`src/rtl/core/pdfsc_pkg.sv`:
```
// pdfsc_pkg: shared types and constants for the pdf stream carver
// no dependencies; used by every module under rtl/core
`timescale 1ns / 1ps
`default_nettype none

package pdfsc_pkg;

  localparam int WIN_DEPTH = 13;
  localparam int WIN_BITS  = 8 * WIN_DEPTH;

  typedef logic [3:0] fill_t;
  typedef logic [WIN_BITS-1:0] win_t;

  localparam fill_t FILL_FULL = 4'd13;
  localparam fill_t HOLD_FULL = 4'd10;

  typedef enum logic [1:0] {
    MODE_OUTSIDE = 2'd0,
    MODE_DICT    = 2'd1,
    MODE_STREAM  = 2'd2,
    MODE_TAIL    = 2'd3
  } mode_t;

  localparam logic [1:0] ERR_NONE          = 2'd0;
  localparam logic [1:0] ERR_NO_ENDOBJ     = 2'd1;
  localparam logic [1:0] ERR_NO_ENDSTREAM  = 2'd2;

  localparam logic [7:0] CH_LF   = 8'h0a;
  localparam logic [7:0] CH_J    = "j";
  localparam logic [7:0] CH_ZERO = "0";
  localparam logic [7:0] CH_NINE = "9";

  // last character sits in the low byte
  localparam logic [8*3-1:0]  PAT_OBJ        = "obj";
  localparam logic [8*6-1:0]  PAT_ENDOBJ     = "endobj";
  localparam logic [8*5-1:0]  PAT_ENDOB      = "endob";
  localparam logic [8*7-1:0]  PAT_STREAM     = "stream\n";
  localparam logic [8*9-1:0]  PAT_ENDSTREAM  = "endstream";
  localparam logic [8*8-1:0]  PAT_LENGTH     = "/Length ";
  localparam logic [8*13-1:0] PAT_FLATE_SP   = "/FlateDecode ";
  localparam logic [8*13-1:0] PAT_FLATE_LF   = "/FlateDecode\n";

  typedef struct packed {
    logic [7:0] data;
    logic       end_of_input;
  } in_item_t;

  typedef struct packed {
    logic       has_data;
    logic [7:0] data_byte;
    logic       end_of_stream;
    logic       flate_flag;
    logic [1:0] error_code;
  } res_flags_t;

endpackage

`default_nettype wire

```
`src/rtl/core/pdfsc_in_reg.sv`:
```
// pdfsc_in_reg: input register stage holding one accepted byte transaction
// depends on pdfsc_pkg
`timescale 1ns / 1ps
`default_nettype none

module pdfsc_in_reg (
  input  wire logic                clk,
  input  wire logic                rst,
  input  wire logic                in_valid,
  output logic                     in_ready,
  input  wire pdfsc_pkg::in_item_t in_item,
  input  wire logic                advance,
  output logic                     stage_valid,
  output pdfsc_pkg::in_item_t      stage_item
);

  assign in_ready = !stage_valid || advance;

  always_ff @(posedge clk) begin
    if (rst) begin
      stage_valid <= 1'b0;
    end else if (in_ready) begin
      stage_valid <= in_valid;
    end
  end

  always_ff @(posedge clk) begin
    if (in_valid && in_ready) begin
      stage_item <= in_item;
    end
  end

endmodule

`default_nettype wire

```
`src/rtl/core/pdfsc_parser.sv`:
```
// pdfsc_parser: parse state, byte window and per-byte result logic
// depends on pdfsc_pkg
`timescale 1ns / 1ps
`default_nettype none

module pdfsc_parser #(
  parameter int LENGTH_BITS = 31,
  parameter int INDEX_BITS  = 16
) (
  input  wire logic                clk,
  input  wire logic                rst,
  input  wire logic                fire,
  input  wire pdfsc_pkg::in_item_t item,
  output logic                     res_valid,
  output pdfsc_pkg::res_flags_t    res,
  output logic [LENGTH_BITS-1:0]   res_length,
  output logic [INDEX_BITS-1:0]    res_index
);

  pdfsc_pkg::mode_t       mode, mode_next;
  pdfsc_pkg::win_t        win, win_next, win_push;
  pdfsc_pkg::fill_t       fill, fill_next, fill_push;
  logic                   flate_seen, flate_seen_next;
  logic [LENGTH_BITS-1:0] length_value, length_value_next;
  logic                   length_active, length_active_next;
  logic [INDEX_BITS-1:0]  stream_count, stream_count_next;
  logic                   halted, halted_next;

  logic [LENGTH_BITS+3:0] len_wide, len_scaled;
  logic                   len_sat;
  logic                   is_digit;

  assign win_push  = {win[pdfsc_pkg::WIN_BITS-9:0], item.data};
  assign fill_push = (fill >= pdfsc_pkg::FILL_FULL) ? pdfsc_pkg::FILL_FULL : fill + 4'd1;
  assign is_digit  = item.data inside {[pdfsc_pkg::CH_ZERO:pdfsc_pkg::CH_NINE]};

  // value * 10 + digit, saturating
  assign len_wide   = {4'b0000, length_value};
  assign len_scaled = (len_wide << 3) + (len_wide << 1)
                    + {{LENGTH_BITS{1'b0}}, item.data[3:0]};
  assign len_sat    = |len_scaled[LENGTH_BITS+3:LENGTH_BITS];

  always_comb begin
    mode_next          = mode;
    win_next           = win;
    fill_next          = fill;
    flate_seen_next    = flate_seen;
    length_value_next  = length_value;
    length_active_next = length_active;
    stream_count_next  = stream_count;
    halted_next        = halted;
    res_valid          = 1'b0;
    res                = '0;
    if (item.end_of_input) begin
      if (!halted && mode != pdfsc_pkg::MODE_OUTSIDE) begin
        res_valid         = 1'b1;
        res.end_of_stream = (mode == pdfsc_pkg::MODE_STREAM);
        res.error_code    = pdfsc_pkg::ERR_NO_ENDOBJ;
      end
      mode_next          = pdfsc_pkg::MODE_OUTSIDE;
      fill_next          = '0;
      flate_seen_next    = 1'b0;
      length_value_next  = '0;
      length_active_next = 1'b0;
      halted_next        = 1'b0;
    end else if (!halted) begin
      case (mode)
        pdfsc_pkg::MODE_OUTSIDE: begin
          win_next  = win_push;
          fill_next = fill_push;
          if (fill_push >= 4'd3 && win_push[8*3-1:0] == pdfsc_pkg::PAT_OBJ) begin
            mode_next          = pdfsc_pkg::MODE_DICT;
            fill_next          = '0;
            flate_seen_next    = 1'b0;
            length_value_next  = '0;
            length_active_next = 1'b0;
          end
        end
        pdfsc_pkg::MODE_DICT: begin
          if (length_active) begin
            if (is_digit) begin
              length_value_next = len_sat ? {LENGTH_BITS{1'b1}}
                                          : len_scaled[LENGTH_BITS-1:0];
            end else begin
              length_active_next = 1'b0;
            end
          end
          win_next  = win_push;
          fill_next = fill_push;
          if (fill_push >= 4'd6 && win_push[8*6-1:0] == pdfsc_pkg::PAT_ENDOBJ) begin
            mode_next = pdfsc_pkg::MODE_OUTSIDE;
            fill_next = '0;
          end else if (fill_push >= 4'd7 &&
                       win_push[8*7-1:0] == pdfsc_pkg::PAT_STREAM) begin
            mode_next          = pdfsc_pkg::MODE_STREAM;
            fill_next          = '0;
            length_active_next = 1'b0;
            if (stream_count != {INDEX_BITS{1'b1}}) begin
              stream_count_next = stream_count + INDEX_BITS'(1);
            end
          end else if (fill_push >= 4'd8 &&
                       win_push[8*8-1:0] == pdfsc_pkg::PAT_LENGTH) begin
            length_value_next  = '0;
            length_active_next = 1'b1;
          end else if (fill_push >= 4'd13 &&
                       (win_push[8*13-1:0] == pdfsc_pkg::PAT_FLATE_SP ||
                        win_push[8*13-1:0] == pdfsc_pkg::PAT_FLATE_LF)) begin
            flate_seen_next = 1'b1;
          end
        end
        pdfsc_pkg::MODE_STREAM: begin
          if (item.data == pdfsc_pkg::CH_LF && fill >= 4'd9 &&
              win[8*9-1:0] == pdfsc_pkg::PAT_ENDSTREAM) begin
            res_valid         = 1'b1;
            res.end_of_stream = 1'b1;
            if (fill == pdfsc_pkg::HOLD_FULL) begin
              res.has_data  = 1'b1;
              res.data_byte = win[8*10-1:8*9];
            end
            mode_next = pdfsc_pkg::MODE_TAIL;
            fill_next = '0;
          end else if (item.data == pdfsc_pkg::CH_J && fill >= 4'd5 &&
                       win[8*5-1:0] == pdfsc_pkg::PAT_ENDOB) begin
            res_valid         = 1'b1;
            res.end_of_stream = 1'b1;
            res.error_code    = pdfsc_pkg::ERR_NO_ENDSTREAM;
            halted_next       = 1'b1;
            fill_next         = '0;
          end else begin
            win_next = win_push;
            if (fill == pdfsc_pkg::HOLD_FULL) begin
              res_valid     = 1'b1;
              res.has_data  = 1'b1;
              res.data_byte = win[8*10-1:8*9];
            end else begin
              fill_next = fill + 4'd1;
            end
          end
        end
        pdfsc_pkg::MODE_TAIL: begin
          win_next  = win_push;
          fill_next = fill_push;
          if (fill_push >= 4'd6 && win_push[8*6-1:0] == pdfsc_pkg::PAT_ENDOBJ) begin
            mode_next = pdfsc_pkg::MODE_OUTSIDE;
            fill_next = '0;
          end
        end
        default: begin
          mode_next = pdfsc_pkg::MODE_OUTSIDE;
        end
      endcase
    end
    res.flate_flag = res.end_of_stream & flate_seen;
  end

  assign res_length = res.end_of_stream ? length_value : '0;
  assign res_index  = res.end_of_stream ? stream_count : '0;

  always_ff @(posedge clk) begin
    if (rst) begin
      mode          <= pdfsc_pkg::MODE_OUTSIDE;
      fill          <= '0;
      flate_seen    <= 1'b0;
      length_value  <= '0;
      length_active <= 1'b0;
      stream_count  <= '0;
      halted        <= 1'b0;
    end else if (fire) begin
      mode          <= mode_next;
      fill          <= fill_next;
      flate_seen    <= flate_seen_next;
      length_value  <= length_value_next;
      length_active <= length_active_next;
      stream_count  <= stream_count_next;
      halted        <= halted_next;
    end
  end

  always_ff @(posedge clk) begin
    if (fire) begin
      win <= win_next;
    end
  end

  a_halt_in_stream: assert property (@(posedge clk) disable iff (rst)
    halted |-> mode == pdfsc_pkg::MODE_STREAM)
    else $error("halted outside stream mode");

  a_hold_depth: assert property (@(posedge clk) disable iff (rst)
    mode == pdfsc_pkg::MODE_STREAM |-> fill <= pdfsc_pkg::HOLD_FULL)
    else $error("stream hold overfilled");

  a_fill_depth: assert property (@(posedge clk) disable iff (rst)
    fill <= pdfsc_pkg::FILL_FULL)
    else $error("window fill out of range");

  a_empty_result: assert property (@(posedge clk) disable iff (rst)
    (fire && res_valid && !res.has_data) |->
      (res.end_of_stream || res.error_code != pdfsc_pkg::ERR_NONE))
    else $error("empty result with no end mark or error");

  a_halt_stays: assert property (@(posedge clk) disable iff (rst)
    (halted && !(fire && item.end_of_input)) |=> halted)
    else $error("halt released without end of input");

endmodule

`default_nettype wire

```
`src/rtl/core/pdfsc_out_reg.sv`:
```
// pdfsc_out_reg: result register facing the output channel
// depends on pdfsc_pkg
`timescale 1ns / 1ps
`default_nettype none

module pdfsc_out_reg #(
  parameter int LENGTH_BITS = 31,
  parameter int INDEX_BITS  = 16
) (
  input  wire logic                   clk,
  input  wire logic                   rst,
  input  wire logic                   load,
  input  wire pdfsc_pkg::res_flags_t  res_in,
  input  wire logic [LENGTH_BITS-1:0] length_in,
  input  wire logic [INDEX_BITS-1:0]  index_in,
  input  wire logic                   out_ready,
  output logic                        out_valid,
  output pdfsc_pkg::res_flags_t       res_out,
  output logic [LENGTH_BITS-1:0]      length_out,
  output logic [INDEX_BITS-1:0]       index_out
);

  always_ff @(posedge clk) begin
    if (rst) begin
      out_valid <= 1'b0;
    end else if (!out_valid || out_ready) begin
      out_valid <= load;
    end
  end

  always_ff @(posedge clk) begin
    if (load) begin
      res_out    <= res_in;
      length_out <= length_in;
      index_out  <= index_in;
    end
  end

endmodule

`default_nettype wire

```
`src/rtl/core/pdf_stream_carver.sv`:
```
// pdf_stream_carver: top level joining input register, parser and result register
// depends on pdfsc_pkg, pdfsc_in_reg, pdfsc_parser, pdfsc_out_reg
`timescale 1ns / 1ps
`default_nettype none

// Takes a PDF file one byte per transaction and returns the raw bytes of each
// object stream, with the last byte (or an empty closing result) marked by
// end_of_stream and carrying the FlateDecode flag, the /Length value and the
// stream count. Stream bytes leave ten bytes behind the input so the
// endstream terminator is never passed on. One byte is taken every cycle
// while the output is not stalled; a result passes from the input register
// through the parse logic into the result register. While a result waits on
// out_ready, the byte in the input register waits as well, so a stalled
// output holds one byte inside the block before in_ready drops.
module pdf_stream_carver #(
  parameter int LENGTH_BITS = 31,
  parameter int INDEX_BITS  = 16
) (
  input  wire logic                   clk,
  input  wire logic                   rst,
  input  wire logic                   in_valid,
  output logic                        in_ready,
  input  wire logic [7:0]             byte_in,
  input  wire logic                   end_of_input,
  output logic                        out_valid,
  input  wire logic                   out_ready,
  output logic                        has_data,
  output logic [7:0]                  data_byte,
  output logic                        end_of_stream,
  output logic                        flate_flag,
  output logic [LENGTH_BITS-1:0]      declared_length,
  output logic [INDEX_BITS-1:0]       stream_index,
  output logic [1:0]                  error_code
);

  pdfsc_pkg::in_item_t   in_item, stage_item;
  pdfsc_pkg::res_flags_t res, res_q;
  logic                  stage_valid, stage_fire, res_valid;
  logic [LENGTH_BITS-1:0] res_length;
  logic [INDEX_BITS-1:0]  res_index;

  assign in_item.data         = byte_in;
  assign in_item.end_of_input = end_of_input;
  assign stage_fire           = stage_valid && (!out_valid || out_ready);

  pdfsc_in_reg u_in_reg (
    .clk         (clk),
    .rst         (rst),
    .in_valid    (in_valid),
    .in_ready    (in_ready),
    .in_item     (in_item),
    .advance     (stage_fire),
    .stage_valid (stage_valid),
    .stage_item  (stage_item)
  );

  pdfsc_parser #(
    .LENGTH_BITS (LENGTH_BITS),
    .INDEX_BITS  (INDEX_BITS)
  ) u_parser (
    .clk        (clk),
    .rst        (rst),
    .fire       (stage_fire),
    .item       (stage_item),
    .res_valid  (res_valid),
    .res        (res),
    .res_length (res_length),
    .res_index  (res_index)
  );

  pdfsc_out_reg #(
    .LENGTH_BITS (LENGTH_BITS),
    .INDEX_BITS  (INDEX_BITS)
  ) u_out_reg (
    .clk        (clk),
    .rst        (rst),
    .load       (stage_fire && res_valid),
    .res_in     (res),
    .length_in  (res_length),
    .index_in   (res_index),
    .out_ready  (out_ready),
    .out_valid  (out_valid),
    .res_out    (res_q),
    .length_out (declared_length),
    .index_out  (stream_index)
  );

  assign has_data      = res_q.has_data;
  assign data_byte     = res_q.data_byte;
  assign end_of_stream = res_q.end_of_stream;
  assign flate_flag    = res_q.flate_flag;
  assign error_code    = res_q.error_code;

endmodule

`default_nettype wire
```
`config.mk`:
```
export PLATFORM = sky130hd
export DESIGN_NAME = pdf_stream_carver
export DESIGN_NICKNAME = d
export VERILOG_FILES = /design/src/rtl/core/pdfsc_pkg.sv /design/src/rtl/core/pdfsc_in_reg.sv /design/src/rtl/core/pdfsc_parser.sv /design/src/rtl/core/pdfsc_out_reg.sv /design/src/rtl/core/pdf_stream_carver.sv
export SDC_FILE = /design/constraint.sdc
export NUM_CORES = 1
export LEC_CHECK = 0
export BUFFER_PORTS_ARGS = -buffer_cell sky130_fd_sc_hd__buf_2
export CAP_MARGIN = 20
export CORE_MARGIN = 5
export CORE_UTILIZATION = 50
export CTS_BUF_LIST = sky130_fd_sc_hd__clkbuf_8
export DETAILED_ROUTE_END_ITERATION = 8
export PLACE_DENSITY = 0.71
export SYNTH_ARGS = -nofsm -noshare
export SYNTH_HDL_FRONTEND = slang
export SYNTH_SLANG_ARGS = --single-unit
```
`constraint.sdc`:
```
create_clock -name clk -period 6.1 [get_ports clk]
set_input_delay 0.61 -clock clk [delete_from_list [all_inputs] [get_ports clk]]
set_output_delay 0.61 -clock clk [all_outputs]
set_load 0.03 [all_outputs]
```
### Word-level counts from Yosys, hierarchy flattened

Index checks and enable logic that the tools add are counted.
W data, S select, Z words.

* bits in registers: 223
* input bits: 13
* output and inout bits: 62
* word-level logic and storage cells: 170

* add/subtract/negate cells: 4
* magnitude comparators: 10
* eq/ne operators: 27
* muxes and demuxes: 73
* bitwise gates (word level): 5
* reductions and logical operators: 32

Operators with widths (number)
* $mux W31: 9
* $eq A104 B102 Y1 const B: 2
* $mux W96: 2
* $pmux W96 S2: 1
* $eq A72 B71 Y1 const B: 1
* $eq A64 B62 Y1 const B: 1
* $pmux W31 S2: 1
* $eq A56 B55 Y1 const B: 1
* $eq A48 B47 Y1 const B: 1
* $eq A40 B39 Y1 const B: 1
* $mux W4: 10
* $add A34 B32 Y35: 1
* $add A35 B4 Y35: 1
* $mux W1: 31
* $eq A24 B23 Y1 const B: 1
* $mux W2: 12
* $mux W9: 2
* $add A16 B1 Y16 const B: 1
* $ge A4 B4 Y1 const B: 4
* $ne A16 B16 Y1 const B: 1
* $pmux W4 S4: 1
* $logic_and A1 B1 Y1: 14
* $ge A4 B3 Y1 const B: 3
* $ne A3 B3 Y1 const B: 4
* other kinds (31): 45

### Logic depth before layout (Yosys ltp)

Gate-level depths: netlist of the first run.

* word-level depth: 12
* gate-level depth with buffers: 14

### Hierarchy

From an unflattened synthesis of the first run, not the netlist that was laid out.

* cell total of the unflattened synthesis: 923
* area total of the unflattened synthesis: 10847.9 um2

Modules (own cells, without submodules)
* pdfsc_parser: times used 1, cells each 842, area an instance 8663.3 um2, sequential area each 4003.8 um2
* pdfsc_out_reg: times used 1, cells each 64, area an instance 1840.5 um2, sequential area each 1821.7 um2
* pdfsc_in_reg: times used 1, cells each 14, area an instance 325.3 um2, sequential area each 290.3 um2
* pdf_stream_carver: times used 1, cells each 3, area an instance 18.8 um2, sequential area each 0.0 um2

### Least setup slack after synthesis of the first run

Ideal clock, no wire load.

* path kind: input -> register
* from: in out_ready
* to: reg u_parser.win[0], enable pin
* setup time: 0.583 ns
* data arrival time: 5.782 ns
* data required time: 5.517 ns
* slack: -0.265 ns
* stages on the path: 4
* cells stage by stage: nand2b_1 nand2_1 or3_1 a21oi_1

* cells in the longest elaborated chain, start to end: 3

RTL lines
* start: declaration: line pdf_stream_carver.sv:26 `input wire logic out_ready,`
* $logic_or A1 B1 Y1: line pdf_stream_carver.sv:44 `assign stage_fire = stage_valid && (!out_valid || out_ready);`
* $logic_and A1 B1 Y1: line pdf_stream_carver.sv:44
* $reduce_and A5 Y1 (no source line)
* end signal: assignment: line pdfsc_parser.sv:181 `win <= win_next;`
* end: declaration: line pdfsc_parser.sv:21 `pdfsc_pkg::win_t win, win_next, win_push;`

Every way passes these cells.
A chain may end at the register's enable or synchronous reset.

### Worst setup path after layout of the first run

* from: reg, netlist name u_in_reg.stage_item[4]
* to: reg u_parser.length_value[22]

* cells in the longest elaborated chain, start to end: 11

RTL lines
* $add A35 B4 Y35: line pdfsc_parser.sv:40 `+ {{LENGTH_BITS{1'b0}}, item.data[3:0]};`
* $reduce_or A4 Y1: line pdfsc_parser.sv:41 `assign len_sat = |len_scaled[LENGTH_BITS+3:LENGTH_BITS];`
* $mux W31: line pdfsc_parser.sv:82 `length_value_next = len_sat ? {LENGTH_BITS{1'b1}}`
* $mux W31: line pdfsc_parser.sv:81 `if (is_digit) begin`
* $mux W31: line pdfsc_parser.sv:80 `if (length_active) begin`
* $mux W31: line pdfsc_parser.sv:101 `end else if (fill_push >= 4'd8 &&`
* $mux W31: line pdfsc_parser.sv:93 `end else if (fill_push >= 4'd7 &&`
* $mux W31: line pdfsc_parser.sv:90 `if (fill_push >= 4'd6 && win_push[8*6-1:0] == pdfsc_pkg::PAT_ENDOBJ) begin`
* $pmux W31 S2: line pdfsc_parser.sv:67 `case (mode)`
* $mux W31: line pdfsc_parser.sv:66 `end else if (!halted) begin`
* $mux W31: line pdfsc_parser.sv:54 `if (item.end_of_input) begin`
* end signal: assignment: line pdfsc_parser.sv:172 `length_value <= length_value_next;`
* end: declaration: line pdfsc_parser.sv:24 `logic [LENGTH_BITS-1:0] length_value, length_value_next;`

Several ways; a longest one is shown, not always the timed one. The select of a mux whose other input is x is not followed.

==> results_dict.tcl, run 1 <==
set metrics [dict create \
    status "complete, no violations" \
    drtPass1Iterations 5 \
    numCtsBuffers 37 \
    drc 0 \
    critPathRequiredTime_ns 6.53 \
    grt_max_degree 97 \
    design_area_um2 12300 \
    rsz0062_at_grt "false" \
    dieWidth_um 158 \
    rows 54 \
    pin_count 75 \
    syn2layout_area_growth_pct 12.5 \
    placed_area_um2 11600 \
    dpl.hpwl_um 16900 \
    final_nets 1132 \
    fmax_mhz 214 \
    fin_skew_ns 0.0122 \
    critical_path_class "flip-flop to flip-flop" \
    cp_max_fo 26 \
    vias_per_cell 5.84 \
    overflow 0 \
    switchingPower_uw 651 \
    synthTopCellsByArea "edfxtp_1 (45%), dfxtp_1 (11%), ha_1 (7.5%), and2_1 (3.3%), a21oi_1 (2.7%)" \
    clk_latency_ns 0.53 \
    synth_area_leader_cell "edfxtp_1" \
    finalSetupTns_ns 0 \
    synth_nets 1044 \
    p_int_uw 2300 \
    synth_cells 963 \
    endpoint_kind "flip-flop" \
    post_cts_buffers 0 \
    clk_pin_slew_ns 0.06 \
    grt_pass1_vias 7473 \
    drv_slew 0 \
    synth_area_um2 11000 \
    cts.htree.levels 2 \
    grt_util_all_layers 0.192 \
    p_sw_frac 0.221 \
    p_clk_frac 0.414 \
    drt_iter0_markers 673 \
    hold_viol 0 \
    worstMarginPinSlew_ns 1.05 \
    p_leak_uw 0.00451 \
    synth_seq_cells 223 \
    synth-edff-count 165 \
    arrival_ns 5.10 \
    holdCritPathClass "input pin to flip-flop" \
    async_flop_share 0 \
    drive_gt1_frac 0.139 \
    ant_nets 0 \
    synthFlopType "edfxtp_1" \
    drt-wirelength-per-cell_um 17.8 \
    cts_sinks 223 \
    yosysWarnings 0 \
    synth-seq-area-share 0.557 \
    die-area_um2 25000 \
    ys_types 69 \
    cts_max_path_buffers 3 \
    crit_path_start_kind "flip-flop" \
    cts_root_buf "clkbuf_8" \
    finalWirelength_um 24100 \
    slew_headroom 0.300 \
    combinationalPowerShare 0.020 \
    holdBufCountCts 0 \
    power_frac_seq 0.566 \
    finalSetupViolations 0 \
    grt_pass1_wl_um 38600 \
    yosysMostFrequentCell "edfxtp_1" \
    maxCapViolations 0 \
    core_area_um2 21700 \
    cts_tree "built" \
    fin_crit_ns 4.66 \
    p_per_area_nw_per_um2 239 \
    portBuffers 74 \
    start_util 0.506 \
    period_share 0.765 \
    place_congestion 0.916 \
    synth_common_cells "edfxtp_1 (165), nand2_1 (71), nor2_1 (70)" \
    avgSynthCellArea_um2 11.4 \
    dieHeight_um 158 \
    antenna_found_initial 0 \
    routed-via-count 7927 \
    ir_drop_mv 0.134 \
    synth_top_area_share 0.452 \
    cts_resized 0 \
    num_antenna_cells 0 \
]
-- critical path, stage by stage, from the launching register on --
cell      delay [ns]
edfxtp_1        0.51
fa_1            0.57
fa_1            0.49
a21o_1          0.21
a31o_2          0.26
nand2_1         0.13
a21oi_1         0.13
a31oi_1         0.51
o221ai_1        0.23
or4_1           0.91
a211o_1         0.43
and3_1          0.17
-- sequential cells by signal (all words and copies together), names as in the netlist, 2 cells and up --
name / flops
u_parser.win: 96
u_out_reg.length_out: 31
u_parser.length_value: 31
u_out_reg.index_out: 16
u_parser.stream_count: 16
u_out_reg.res_out: 13
u_in_reg.stage_item: 9
u_parser.fill: 4
u_parser.mode: 2
-- area by class of cell --
type	count	area, um2
clock inverters	23	106
multi-input cells	687	4670
repair buffers	83	458
flip-flops and latches	223	6120
fillers	1838	9340
inverters	19	71.3
clock buffers	42	578
well taps	280	350
-- cells by family (layout without fill, tap and decap cells) --
group                    after synthesis  in the layout  share of synthesized area
AND/OR/NAND/NOR                      374            374                      0.189
flip-flops                           223            223                      0.557
AO/OA/AOI/OAI                        205            205                      0.124
adder cells (fa/ha/maj)               68             68                     0.0789
buffers and inverters                 53            167                     0.0188
XOR/XNOR                              38             38                     0.0303
multiplexers                           2              2                    0.00182
-- cells in the final DEF (no fill, tap or decap), types with 42 or more instances in the layout --
| cell | count |
|---|---|
| nor3_1 | 43 |
| ha_1 | 66 |
| dfxtp_1 | 58 |
| clkbuf_8 | 42 |
| buf_2 | 74 |
| nand2_1 | 71 |
| a21oi_1 | 59 |
| nor2_1 | 70 |
| and2_1 | 58 |
| edfxtp_1 | 165 |
-- worst paths after layout --
kind | start | to | slack [ns] | cells past startpoint
max | u_in_reg.stage_item[4] | u_parser.length_value[22] | 1.44 | 11
min reg2reg | u_parser.win[30] | u_parser.win[38] | 0.43 | 0
min | byte_in[0] | u_in_reg.stage_item[1] | 0.25 | 1
max reg2reg | u_in_reg.stage_item[4] | u_parser.length_value[22] | 1.44 | 11
-- power by group through the flow --
stage / combinational [uW] / clock, uW / sequential, uW
after floorplan: 39.5 / 0 / 1690
after global placement: 55.8 / 0 / 1700
after detailed placement: 56.8 / 0 / 1700
after CTS: 57.0 / 1250 / 1670
after global routing: 63.7 / 1330 / 1670
final: 58.8 / 1220 / 1670
-- metal layers --
metal	global-route usage	vias to the layer above	part of all wire
met5	0	-	0
met4	0.0540	0	0.021
met3	0.0424	46	0.077
met2	0.284	305	0.43
met1	0.285	3737	0.47
li1	-	3839	-
-- per-stage QoR --
stage          setup WS (ns)  hold WS, ns  total power (uW)  utilization  std cells
5_1_grt                 1.24        0.218              3060        0.569       1357
3_3_place_gp            1.59        0.421              1760        0.536       1291
6_report                1.44        0.253              2950        0.569       1357
2_1_floorplan           1.67        0.417              1730            -        963
3_5_place_dp            1.45        0.423              1760        0.536       1291
4_1_cts                 1.43        0.227              2980        0.568       1356
Note: power is estimated with default switching activity, not from simulation.
==> run 2: changes to the inputs <==
--- a/config.mk
+++ b/config.mk
@@ -11,7 +11,7 @@
 export CORE_UTILIZATION = 50
 export CTS_BUF_LIST = sky130_fd_sc_hd__clkbuf_8
 export DETAILED_ROUTE_END_ITERATION = 8
-export PLACE_DENSITY = 0.71
+export PLACE_DENSITY = 0.68
 export SYNTH_ARGS = -nofsm -noshare
 export SYNTH_HDL_FRONTEND = slang
 export SYNTH_SLANG_ARGS = --single-unit
==> constraint.sdc (replaced) <==
create_clock -name clk -period 4.3 [get_ports clk]
set_input_delay 0.43 -clock clk [delete_from_list [all_inputs] [get_ports clk]]
set_output_delay 0.43 -clock clk [all_outputs]
set_load 0.03 [all_outputs]
==> run 2 against run 1 <==
Effect of this change: flip-flop and latch count unchanged; via count increased by 0.53%; maximum frequency increased by 14%; die area unchanged; core utilization increased by 0.23 points; global-route usage increased by 0.29 points; power increased by 40%; clock skew increased by 0.0057 ns; clock power increased by 38%; cell area increased by 0.40%; hold slack got worse by 0.18 ns; highest routed layer unchanged.
==> results_dict.tcl, run 2 (synthesized netlist as in run 1, its figures left out) <==
set metrics [dict create \
    cts_sinks 223 \
    cts.htree.levels 2 \
    fin_hold_ws_ns 0.0764 \
    drt_iter0_markers 738 \
    critical_path_class "flip-flop to flip-flop" \
    start_util 0.506 \
    drive_gt1_frac 0.144 \
    core_area_um2 21700 \
    portBuffers 74 \
    combinationalPowerShare 0.021 \
    cp_slowest_cell "fa_1" \
    routed-via-count 7969 \
    finalSetupViolations 0 \
    status "complete, no violations" \
    crit_path_start_kind "flip-flop" \
    drc 0 \
    grt_pass1_wl_um 39300 \
    endpoint_kind "flip-flop" \
    switchingPower_uw 922 \
    drt-wirelength-per-cell_um 17.8 \
    cts_tree "built" \
    p_per_area_nw_per_um2 334 \
    cts_max_path_buffers 3 \
    fin_ws_ns 0.207 \
    clk_pin_slew_ns 0.06 \
    num_antenna_cells 0 \
    hold_viol 0 \
    grt_pass1_vias 7619 \
    numCtsBuffers 37 \
    grt_util_all_layers 0.195 \
    place_congestion 0.911 \
    drtPass1Iterations 5 \
    fin_crit_ns 4.09 \
    crit_chain "fa_1, fa_1, a21o_1, a31o_2, nand2_1, a21oi_1, a31oi_1, o221ai_1, or4_1, buf_4, a211oi_1, nor3_1" \
    power_frac_seq 0.573 \
    critPathMostFrequentCell "fa_1" \
    drv_slew 0 \
    maxCapViolations 0 \
    dpl.hpwl_um 17100 \
    placedCellCount 1298 \
    p_leak_uw 0.00456 \
    met3_usage 0.0358 \
    critPathRequiredTime_ns 4.71 \
    dieHeight_um 158 \
    regMostFlops "u_parser.win" \
    overflow 0 \
    p_int_uw 3210 \
    fmax_mhz 244 \
    antenna_found_initial 0 \
    worstMarginPinSlew_ns 0.992 \
    vias_per_cell 5.83 \
    final_nets 1139 \
    rows 54 \
    crit_buf_inv 1 \
    p_clk_frac 0.407 \
    cp_max_fo 14 \
    arrival_ns 4.50 \
    mostFrequentLayoutCell "edfxtp_1" \
    worst_path_largest_cell_delay_ns 0.55 \
    holdCritPathClass "input pin to flip-flop" \
    period_share 0.952 \
    final_cell_mix "edfxtp_1 (165), buf_2 (74), nand2_1 (71)" \
    p_sw_frac 0.223 \
    grtUsageMet1 0.295 \
    grt_max_degree 97 \
    pin_count 75 \
    finalWirelength_um 24400 \
    top_usage_layer "met1" \
    ir_drop_mv 0.246 \
    ant_nets 0 \
    stdcell_count 1367 \
    rsz0062_at_grt "false" \
    syn2layout_area_growth_pct 13.0 \
    fill_cells 1837 \
    finish.utilization 0.571 \
    grt_use_met2 0.286 \
    cts_root_buf "clkbuf_8" \
    post_cts_buffers 0 \
    die-area_um2 25000 \
    slew_headroom 0.337 \
    clk_latency_ns 0.54 \
    preCtsSetupSlack_ns 0.252 \
    fin_skew_ns 0.0178 \
    finalSetupTns_ns 0 \
    dieWidth_um 158 \
    top_regs "u_parser.win x96, u_out_reg.length_out x31, u_parser.length_value x31" \
    largest_reg_flops 96 \
    cp_top_family "compound AO/OA/AOI/OAI gates" \
]
-- run 2: cell count changes in the layout (fill, tap and decap cells not counted) --
cell / delta
inv_1: +3
buf_4: +6
buf_12: +1
clkinv_2: +4
a2111oi_0: -1
clkinvlp_4: -1
clkbuf_8: -3
a2111oi_1: +1
-- run 2: worst paths after layout --
kind	start	endpoint	slack, ns	cells after the start
setup / recovery	u_in_reg.stage_item[4]	u_parser.length_value[6]	0.21	12
hold / removal	byte_in[6]	u_in_reg.stage_item[7]	0.08	1
setup reg to reg	u_in_reg.stage_item[4]	u_parser.length_value[6]	0.21	12
hold reg to reg	u_parser.win[39]	u_parser.win[47]	0.43	0
-- run 2: layer usage --
layer  wire length (um)  part of all wire
met1              12000              0.49
met2              10200              0.42
met3               1670             0.068
met4                519             0.021
met5                  0                 0
-- run 2: layout make-up --
type / instances / area, um2 / area share
inverters: 19 / 71.3 / 0.00575
flip-flops and latches: 223 / 6120 / 0.493
repair buffers: 90 / 523 / 0.0422
clock buffers: 39 / 537 / 0.0433
clock inverters: 29 / 130 / 0.0105
multi-input cells: 687 / 4670 / 0.377
well taps: 280 / 350 / 0.0283
-- run 2: worst register-to-register path: stages, from the launching register on --
cell      delay, ns
edfxtp_1       0.42
fa_1           0.55
fa_1           0.49
a21o_1         0.20
a31o_2         0.26
nand2_1        0.13
a21oi_1        0.13
a31oi_1        0.48
o221ai_1       0.22
or4_1          0.51
buf_4          0.24
a211oi_1       0.27
nor3_1         0.08
-- run 2: repair_timing --
item,CTS,global route
resized for setup,0,1
hold buffers,0,0
endpoints found under the setup margin,0,2
-- run 2: power by group through the flow --
stage | combinational [uW] | clock (uW) | sequential, uW
2_1_floorplan | 56.4 | 0 | 2400
3_5_place_dp | 82.7 | 0 | 2410
6_report | 86.3 | 1680 | 2370
4_1_cts | 83.2 | 1730 | 2370
3_3_place_gp | 81.7 | 0 | 2410
5_1_grt | 95.1 | 1840 | 2370
-- run 2: through the flow --
step,total power (uW),instance area (um2)
finish,4130,12400
global route,4300,12400
CTS,4180,12400
detailed placement,2500,11700
global placement,2490,11700
floorplan,2460,11000
